### config.mk
export PLATFORM = sky130hd
export DESIGN_NAME = ptpd_queue
export DESIGN_NICKNAME = d
export VERILOG_FILES = /design/src/rtl/ptpd_pkg.sv /design/src/rtl/ptpd_queue.sv
export SDC_FILE = /design/constraint.sdc
export NUM_CORES = 1
export LEC_CHECK = 0
export CORE_MARGIN = 3
export CORE_UTILIZATION = 55
export CTS_BUF_LIST = sky130_fd_sc_hd__clkbuf_4 sky130_fd_sc_hd__clkbuf_8
export DETAILED_ROUTE_END_ITERATION = 12
export DONT_BUFFER_PORTS = 1
export HOLD_SLACK_MARGIN = 0.03
export PLACE_DENSITY = 0.7
export SYNTH_ARGS = -nofsm -noshare
export SYNTH_HDL_FRONTEND = slang
export SYNTH_SLANG_ARGS = --single-unit
### constraint.sdc
create_clock -name aclk -period 11.75 [get_ports aclk]
set_input_delay 1.7625 -clock aclk [delete_from_list [all_inputs] [get_ports aclk]]
set_output_delay 1.7625 -clock aclk [all_outputs]
set_load 0.02 [all_outputs]
### src/rtl/ptpd_pkg.sv
`timescale 1ns / 1ps
// ----------------------------------------------------------------------------
// ptpd_pkg
// Shared types and constants of the vertex transform and perspective divide.
// ----------------------------------------------------------------------------
package ptpd_pkg;

    // opcodes of an input item
    localparam logic OP_LOAD      = 1'b0;
    localparam logic OP_TRANSFORM = 1'b1;

    // command queue between front and back
    localparam int QDEPTH = 4;
    localparam int QAW    = 2;

    // matrix geometry
    localparam int MAT_ENTRIES = 16;

    typedef struct packed {
        logic              opcode;
        logic [3:0]        entry_index;
        logic signed [31:0] entry_value;
        logic signed [31:0] point_x;
        logic signed [31:0] point_y;
        logic signed [31:0] point_z;
    } in_t;

    typedef struct packed {
        logic signed [31:0] out_x;
        logic signed [31:0] out_y;
        logic signed [31:0] out_z;
        logic signed [31:0] out_w;
        logic               w_zero;
        logic               saturated;
    } out_t;

    // classified command handed from front to back
    typedef struct packed {
        logic               is_load;
        logic [3:0]         index;
        logic signed [31:0] value;
        logic signed [31:0] x;
        logic signed [31:0] y;
        logic signed [31:0] z;
    } cmd_t;

    // flags traveling beside the divider lanes
    typedef struct packed {
        logic signed [31:0] w;
        logic               wz;
        logic               sat;
    } side_t;

endpackage

### src/rtl/ptpd_queue.sv
`timescale 1ns / 1ps
// ----------------------------------------------------------------------------
// ptpd_queue
// Small command fifo decoupling the front from the back.
// ----------------------------------------------------------------------------
module ptpd_queue (
    input  logic           aclk,
    input  logic           aresetn,
    input  logic           wr_valid,
    output logic           wr_ready,
    input  ptpd_pkg::cmd_t wr_cmd,
    output logic           rd_valid,
    input  logic           rd_ready,
    output ptpd_pkg::cmd_t rd_cmd
);
    import ptpd_pkg::*;

    cmd_t           mem [QDEPTH];
    logic [QAW-1:0] wr_ptr_reg;
    logic [QAW-1:0] rd_ptr_reg;
    logic [QAW:0]   count_reg;
    logic           push;
    logic           pop;

    assign wr_ready = (count_reg != QAW'(0) + (QAW+1)'(QDEPTH));
    assign rd_valid = (count_reg != '0);
    assign rd_cmd   = mem[rd_ptr_reg];
    assign push     = wr_valid && wr_ready;
    assign pop      = rd_valid && rd_ready;

    // pointers and fill count
    always_ff @(posedge aclk) begin
        if (!aresetn) begin
            wr_ptr_reg <= '0;
            rd_ptr_reg <= '0;
            count_reg  <= '0;
        end else begin
            if (push) wr_ptr_reg <= wr_ptr_reg + 1'b1;
            if (pop)  rd_ptr_reg <= rd_ptr_reg + 1'b1;
            case ({push, pop})
                2'b10:   count_reg <= count_reg + 1'b1;
                2'b01:   count_reg <= count_reg - 1'b1;
                default: count_reg <= count_reg;
            endcase
        end
    end

    // storage
    always_ff @(posedge aclk) begin
        if (push) begin
            mem[wr_ptr_reg] <= wr_cmd;
        end
    end

endmodule

# After elaboration in Yosys (flattened, before gate mapping)
# Memory sizes are Yosys's and may differ from the RTL's. A register that Yosys moved wholly into a read port is not among the register bits.
# Index checks and enable logic that the tools add are counted.
# word_totals
regBits	7
in_bits	137
out_inout_bits	135
wordCells	20
mem_bits_rw	532
mem_count	1
# mem_list
name	words	word_bits	read_ports	rd_clocked_by_memory_dff	write_ports	line_no	source
mem	4	133	1	1	1	ptpd_queue.sv:18	cmd_t mem [QDEPTH];
# op_classes
eq_ne	3
reduce_logical	4
mux	5
add_sub_neg	4
# op_table
operator	count
3-bit one-hot mux with 2 select lines	1
2-bit by 1-bit adder with 2-bit output (second input constant)	2
2-bit two-way mux	2
3-bit by 1-bit adder with 3-bit output (second input constant)	1
3-bit != test (second input constant)	1
3-bit nonzero test	1
3-bit by 1-bit subtractor with 3-bit output (second input constant)	1
2-bit by 1-bit equality test with 1-bit output (second input constant)	1
2-bit equality test (second input constant)	1
1-bit logical AND	2
1-bit two-way mux	2
2-bit nonzero test	1

# Logic depth before layout (Yosys ltp)
# Gate-level depths: netlist of run 1.
# logic_depth
ltp_word	4
mapped_depth	9
depth_no_buf	9

# Worst setup path after synthesis of run 1
# OpenSTA, ideal clock, no wires.
# synth_path
kind	input-to-reg
start	input wr_valid
end	memory mem[0][0] in the netlist's numbering, enable pin
path_slack_ns	5.994
n_path_buf	0
setup_time_ns	0.508
cell_stages	2
t_required_ns	11.242
arrival_ns	5.248
cell_sequence	a21boi_1 and2_1
# synth_via
elab_chain_cells	3
# synth_rtl
element	line_no	source
start: declaration	ptpd_queue.sv:9	input logic wr_valid,
1-bit logical AND	ptpd_queue.sv:28	assign push = wr_valid && wr_ready;
1-bit two-way mux	ptpd_queue.sv:50	if (push) begin
1-bit two-way mux (not written as such)	ptpd_queue.sv:51	mem[wr_ptr_reg] <= wr_cmd;
end: declaration	ptpd_queue.sv:18	
# No other way between the ends.

==> results of run 1 <==
-- tightest hold or removal path, delay by kind of cell (launching register included) --
kind / cells / cell delay [ns]
muxes: 1 / 0.06
DFF: 1 / 0.34
and+or+nand+nor: 1 / 0.06
-- routing by layer --
layer / wire length (um) / global-route usage / part of all wire
met4: 913 / 0.0647 / 0.026
met1: 12700 / 0.231 / 0.36
met5: 0 / 0 / 0
met2: 17700 / 0.300 / 0.50
met3: 4020 / 0.0913 / 0.11
-- path summary, 6_finish.rpt --
| path | startpoint | end |
|---|---|---|
| worst min-delay path | wr_ptr_reg[0]$_SDFFE_PN0P_ | wr_ptr_reg[0]$_SDFFE_PN0P_ |
| worst max-delay path | register | rd_cmd[54] |
| worst max register to register | count_reg[0]$_SDFFE_PN0P_ | mem[0][38]$_DFFE_PP_ |
| worst min register to register | wr_ptr_reg[0]$_SDFFE_PN0P_ | wr_ptr_reg[0]$_SDFFE_PN0P_ |
-- cells in the mapped netlist --
cell,number,area (sq um)
mux2i_1,2,20.0
edfxtp_1,532,16000
o21ai_0,2,10.0
a21boi_0,1,7.51
and2_1,7,43.8
nor2_1,1,3.75
xor2_1,1,8.76
a21boi_1,1,7.51
fa_1,1,20.0
mux4_2,133,3000
ha_1,5,62.6
nor2b_1,2,12.5
nand2_1,6,22.5
xnor2_1,3,26.3
inv_1,6,22.5
o31a_1,1,8.76
clkbuf_1,7,26.3
buf_2,15,75.1
dfxtp_1,9,180
o311ai_0,1,8.76
buf_6,9,101
or3_1,2,12.5
-- placed cells by master, fill, tap and decap left out, drive strengths merged, types with 2 or more instances in the layout --
master,synthesis,layout
a21boi,2,2
nor2b,2,2
or3,2,2
mux2i,2,2
bufinv,0,2
and2,7,7
o21ai,2,2
edfxtp,532,532
ha,5,5
xnor2,3,3
dfxtp,9,9
clkbuf,7,116
clkinv,0,26
mux4,133,133
nand2,6,6
clkinvlp,0,2
inv,6,6
buf,24,7
-- cells by family (layout without fill, tap and decap cells) --
group                    count (synthesis)  after routing
AO/OA/AOI/OAI                            6              6
XOR/XNOR                                 4              4
adder cells (fa/ha/maj)                  6              6
buffers and inverters                   37            159
flip-flops                             541            541
multiplexers                           135            135
AND/OR/NAND/NOR                         18             18
-- metrics by stage --
stage | cell area (sq um) | instances
final | 21700 | 1324
after global routing | 21700 | 1324
after CTS | 21700 | 1324
after detailed placement | 20100 | 1178
after global placement | 20100 | 1178
after floorplan | 19700 | 747
-- where the power goes --
| group | switching [mW] | leakage (nW) | internal (mW) |
|---|---|---|---|
| clock | 0.656 | 0.854 | 0.821 |
| sequential | 0.0995 | 4.96 | 2.33 |
| combinational | 0.645 | 0.860 | 0.383 |
-- area by class of cell --
cell class,instances,area [sq um],area share
Inverter,6,22.5,0.00104
Clock buffer,116,1420,0.0655
Sequential cell,541,16200,0.745
Clock inverter,30,185,0.00854
Timing Repair Buffer,7,52.6,0.00242
Multi-Input combinational cell,169,3280,0.151
Tap cell,455,569,0.0262
==> impl_metrics.toml, run 1 <==
[cts]
clkLatencyLatePin_ns = 0.61
root_buffer = "clkbuf_8"
clk_path_buf_depth = 3
cts_hold_buf = 0
postCtsSetupRepairBufs = 0
cts_buffers = 82
clkTransAtPathRegs_ns = 0.06
cts_sinks = 541
htree_num_levels = 3
ctsResizeCount = 0
cts_tree = "built"

[final_layout]
utilization = 0.622
largest_reg_flops = 532
diodes = 0
n_fill_cell = 2279
layout-drive-gt1-share = 0.318
syn_to_final_growth_pct = 10.4
final_nets = 950

[global_route]
grt_pass1_wl_um = 53800
grt_antenna_before_repair = 0
grt.total_usage = 0.189
grt_pass1_vias = 8553
grt_max_degree = 80
gr-total-overflow = 0

[drt]
viasPerCell = 5.94
final_antenna_net_count = 0
drt_iter0_markers = 373
firstDrtPassIters = 5
wirelength_um = 35300
post-route-drc-count = 0
wl_per_cell_um = 26.7
vias = 7871

[setup_path]
path_class = "reg2out"
slowest_stage = "dfxtp_4"
start_kind = "register"
path_cells = "buf_4 -> mux4_2"
path_delay_family = "flip-flops"
worstRegToRegCells = 4
crit_path_end_kind = "primary output"
crit_required_ns = 9.99
r2r_setup_slack_ns = 8.36
path_max_fanout = 47
cp_slowest_stage_delay_ns = 0.94
path_buf_inv = 1
arrival_ns = 3.24
cp.depth = 2

[sta]
finalHoldViolations = 0
relSlewSlack = 0.230
slew_violations = 0
whs_ns = 0.516
setup-violations-final = 0
worst_slack_ns = 6.75
finalCriticalPeriod_ns = 5.00
skew_ns = 0.0225
setup_tns_ns = 0
rsz0062_at_grt = "false"
fin_crit_sh = 0.426
fmax_ghz = 0.200
worstMarginPinSlew_ns = 1.16

[floorplanning]
die_x_um = 195
rows = 68
io_pins = 272
floorplan.die.height_um = 195
initial_core_util = 0.563
coreArea_sq_um = 34900
dieArea_sq_um = 38000

[yosys]
syn_area_per_cell_sq_um = 26.3
synth_warnings = 0
synth.ff_latch_count = 541
synthMuxAreaShare = 0.153
synth.distinct_cells = 22
syn_inst = 747
yosys.area_share.simple = 0.00484
syn_area_sq_um = 19700
synth.yosys.seq_area_share = 0.822
synth_xor_area_frac = 0.00178
synth_top_family_by_area = "multiplexers"
synthAdderAreaFrac = 0.00420
synth_compound_area_frac = 0.00216
synth_nets = 890

[pwr]
p_leak_nw = 6.67
power-per-cell-area_nw_per_um2 = 228
power_mw = 4.94
vdd_drop_max_mv = 0.163

[job]
cap_violations = 0

[status]
status = "finished clean"

[placement]
hpwl_um = 21000
gp_congestion = 0.713
portBuffers = 0
pre_cts_ws_ns = 7.08

[worst_hold_path]
min_path_cells = 2
hold_class = "reg2reg"
Note: power is estimated with default switching activity, not from simulation.
==> run 2: changes to the inputs <==
- ABC_AREA: unset -> 1
- clock period: 11.75 -> 5.2 ns (I/O delays scaled with it)
==> run 2 against run 1 <==
Global-route usage is 1.9 points higher. Sequential power rose by 120%. Register-to-register slack worse by 5.9 ns. Critical path depth increased by 1. Sequential share of layout area fell by 1.0 points. Critical endpoint is now rd_cmd[67].
==> impl_metrics.toml, run 2 <==
[global_route]
use_met1 = 0.256
grt_most_used_layer = "met2"
grt_use_met2 = 0.327
grt.total_usage = 0.208
grt_max_degree = 192
grt_pass1_vias = 11000
grt.met3_usage = 0.102
grt_antenna_before_repair = 0
grt_pass1_wl_um = 62300
gr-total-overflow = 0

[sta]
relSlewSlack = 0.269
slew_violations = 0
setup-violations-final = 0
fin_crit_sh = 0.749
worst_slack_ns = 1.31
finalHoldViolations = 0
skew_ns = 0.0280
whs_ns = 0.259
finalCriticalPeriod_ns = 3.89
worstMarginPinSlew_ns = 1.09
fmax_ghz = 0.257
rsz0062_at_grt = "false"

[pwr]
power-per-cell-area_nw_per_um2 = 500
p_leak_nw = 7.12
p_int_mw = 7.48
swShare = 0.320
p_sw_mw = 3.52
power_mw = 11.0
p_clk_frac = 0.302
comb_power_share = 0.213
vdd_drop_max_mv = 0.437
p_seq_frac = 0.485

[yosys]
async_flop_share = 0
synth.ff_latch_count = 541
synth.distinct_cells = 19
syn_area_sq_um = 20200
yosys-top-cells-count = "532 x edfxtp_1, 276 x nor2_1, 151 x o21ai_0"
synth_nets = 1496
netlist_top_cells_area = "edfxtp_1 79%, nor2_1 5.1%, o22ai_1 4.1%"
synth_edf_count = 532
synth.yosys.seq_area_share = 0.800
yosys.cell_count.top_type = "edfxtp_1"
yosys.area.top_type = "edfxtp_1"
dominantRegCellSynth = "edfxtp_1"
syn_inst = 1353
synth_warnings = 0
netlist.area_leader.share = 0.791
syn_area_per_cell_sq_um = 14.9

[cts]
clkTransAtPathRegs_ns = 0.06
ctsResizeCount = 0
cts_buffers = 83
cts_hold_buf = 0
cts_tree = "built"
clkLatencyLatePin_ns = 0.61
root_buffer = "clkbuf_8"
postCtsSetupRepairBufs = 0
cts_sinks = 541
htree_num_levels = 3
clk_path_buf_depth = 3

[setup_path]
reg2reg_to = "mem[3][127]$_DFFE_PP_"
start_kind = "register"
crit_path_end = "rd_cmd[67]"
path_buf_inv = 1
r2r_setup_slack_ns = 2.45
worstRegToRegCells = 5
arrival_ns = 3.11
crit_required_ns = 4.42
path_delay_family = "flip-flops"
cp.depth = 3
slowest_stage = "dfxtp_4"
path_max_fanout = 191
path_cells = "buf_12 -> o21ai_0 -> o22ai_1"
r2r-start = "count_reg[1]$_SDFFE_PN0P_"
crit_path_end_kind = "primary output"
path_class = "reg2out"
cp_slowest_stage_delay_ns = 0.88

[placement]
gp_congestion = 0.770
pre_cts_ws_ns = 1.94
hpwl_um = 22600
portBuffers = 0
place_area_sq_um = 20400

[floorplanning]
io_pins = 272
floorplan.die.height_um = 198
die_x_um = 198
rows = 69
dieArea_sq_um = 39100
coreArea_sq_um = 35900
initial_core_util = 0.562

[drt]
final_antenna_net_count = 0
wl_per_cell_um = 22.1
drt_iter0_markers = 759
firstDrtPassIters = 5
wirelength_um = 41500
vias = 11100
viasPerCell = 5.87
post-route-drc-count = 0

[final_layout]
layout-drive-gt1-share = 0.102
largest_reg_flops = 532
register_area_sq_um = 16200
utilization = 0.613
syn_to_final_growth_pct = 8.94
final_cell_area_sq_um = 22000
n_fill_cell = 2592
final_nets = 1508
diodes = 0
multiInputGateArea_sq_um = 3430
final_common_cell = "edfxtp_1"
mostFrequentLayoutCells = "532 x edfxtp_1, 272 x nor2_1, 151 x o21ai_0, 133 x o22ai_1, 117 x o21ai_1"

[worst_hold_path]
hold_class = "in2reg"

[job]
cap_violations = 0

[status]
status = "finished clean"
run 2: changes by cell type after synthesis, sizes merged, moves of 7 or more:
cell,before,now
clkbuf,7,33
and2,7,0
o22ai,0,133
o21ai,2,268
nor2,1,276
mux4,133,0
inv,6,18
buf,24,53
nand2,6,15
run 2: area by class of cell:
class                      count  area share
timing repair buffer          13     0.00842
tap                          461      0.0262
clock buffer                 115      0.0640
multi-input combinational    708       0.156
sequential                   541       0.735
inverter                      18     0.00364
clock inverter                25     0.00728
run 2: worst min-delay path by stage:
stage	depth (start not counted)	start	endpoint	slack [ns]
after floorplan	2	rd_ptr_reg[1]$_SDFFE_PN0P_	register	0.46
after global placement	2	wr_ptr_reg[0]$_SDFFE_PN0P_	wr_ptr_reg[0]$_SDFFE_PN0P_	0.50
after detailed placement	2	rd_ptr_reg[1]$_SDFFE_PN0P_	register	0.50
after CTS	0	wr_cmd[124]	mem[2][124]$_DFFE_PP_	0.19
after global routing	0	wr_cmd[119]	mem[1][119]$_DFFE_PP_	0.20
final	0	wr_cmd[1]	mem[2][1]$_DFFE_PP_	0.26
run 2: power groups by stage:
stage	registers (mW)	logic (mW)	clock network (mW)
3_3_place_gp	5.42	2.32	0
5_1_grt	5.37	2.54	3.61
3_5_place_dp	5.43	2.37	0
2_1_floorplan	5.40	2.01	0
6_report	5.34	2.34	3.32
4_1_cts	5.34	2.37	3.41
run 2: metrics by stage:
| step | TNS (ns) | cells |
|---|---|---|
| global route | 0 | 1881 |
| detailed placement | 0 | 1741 |
| finish | 0 | 1881 |
| CTS | 0 | 1881 |
| floorplan | -1007.29 | 1353 |
| global placement | 0 | 1741 |
run 2: worst register-to-register path: cells and delay by family (launching register included):
| family | cells | cell delay (ns) |
|---|---|---|
| buf+inv | 1 | 0.40 |
| flops | 1 | 0.34 |
| simple gates | 4 | 1.60 |
run 2: kinds of logic after synthesis:
kind of cell,after synthesis,share of synthesized area
buffers and inverters,104,0.0318
adder cells (fa/ha/maj),6,0.00409
AND/OR/NAND/NOR,296,0.0553
AO/OA/AOI/OAI,406,0.109
flip-flops,541,0.800
run 2: layer usage:
layer / vias up / wire length, um
met1: 5401 / 16000
met4: 0 / 911
met3: 71 / 5010
li1: 5146 / -
met5: - / 0
met2: 432 / 19600
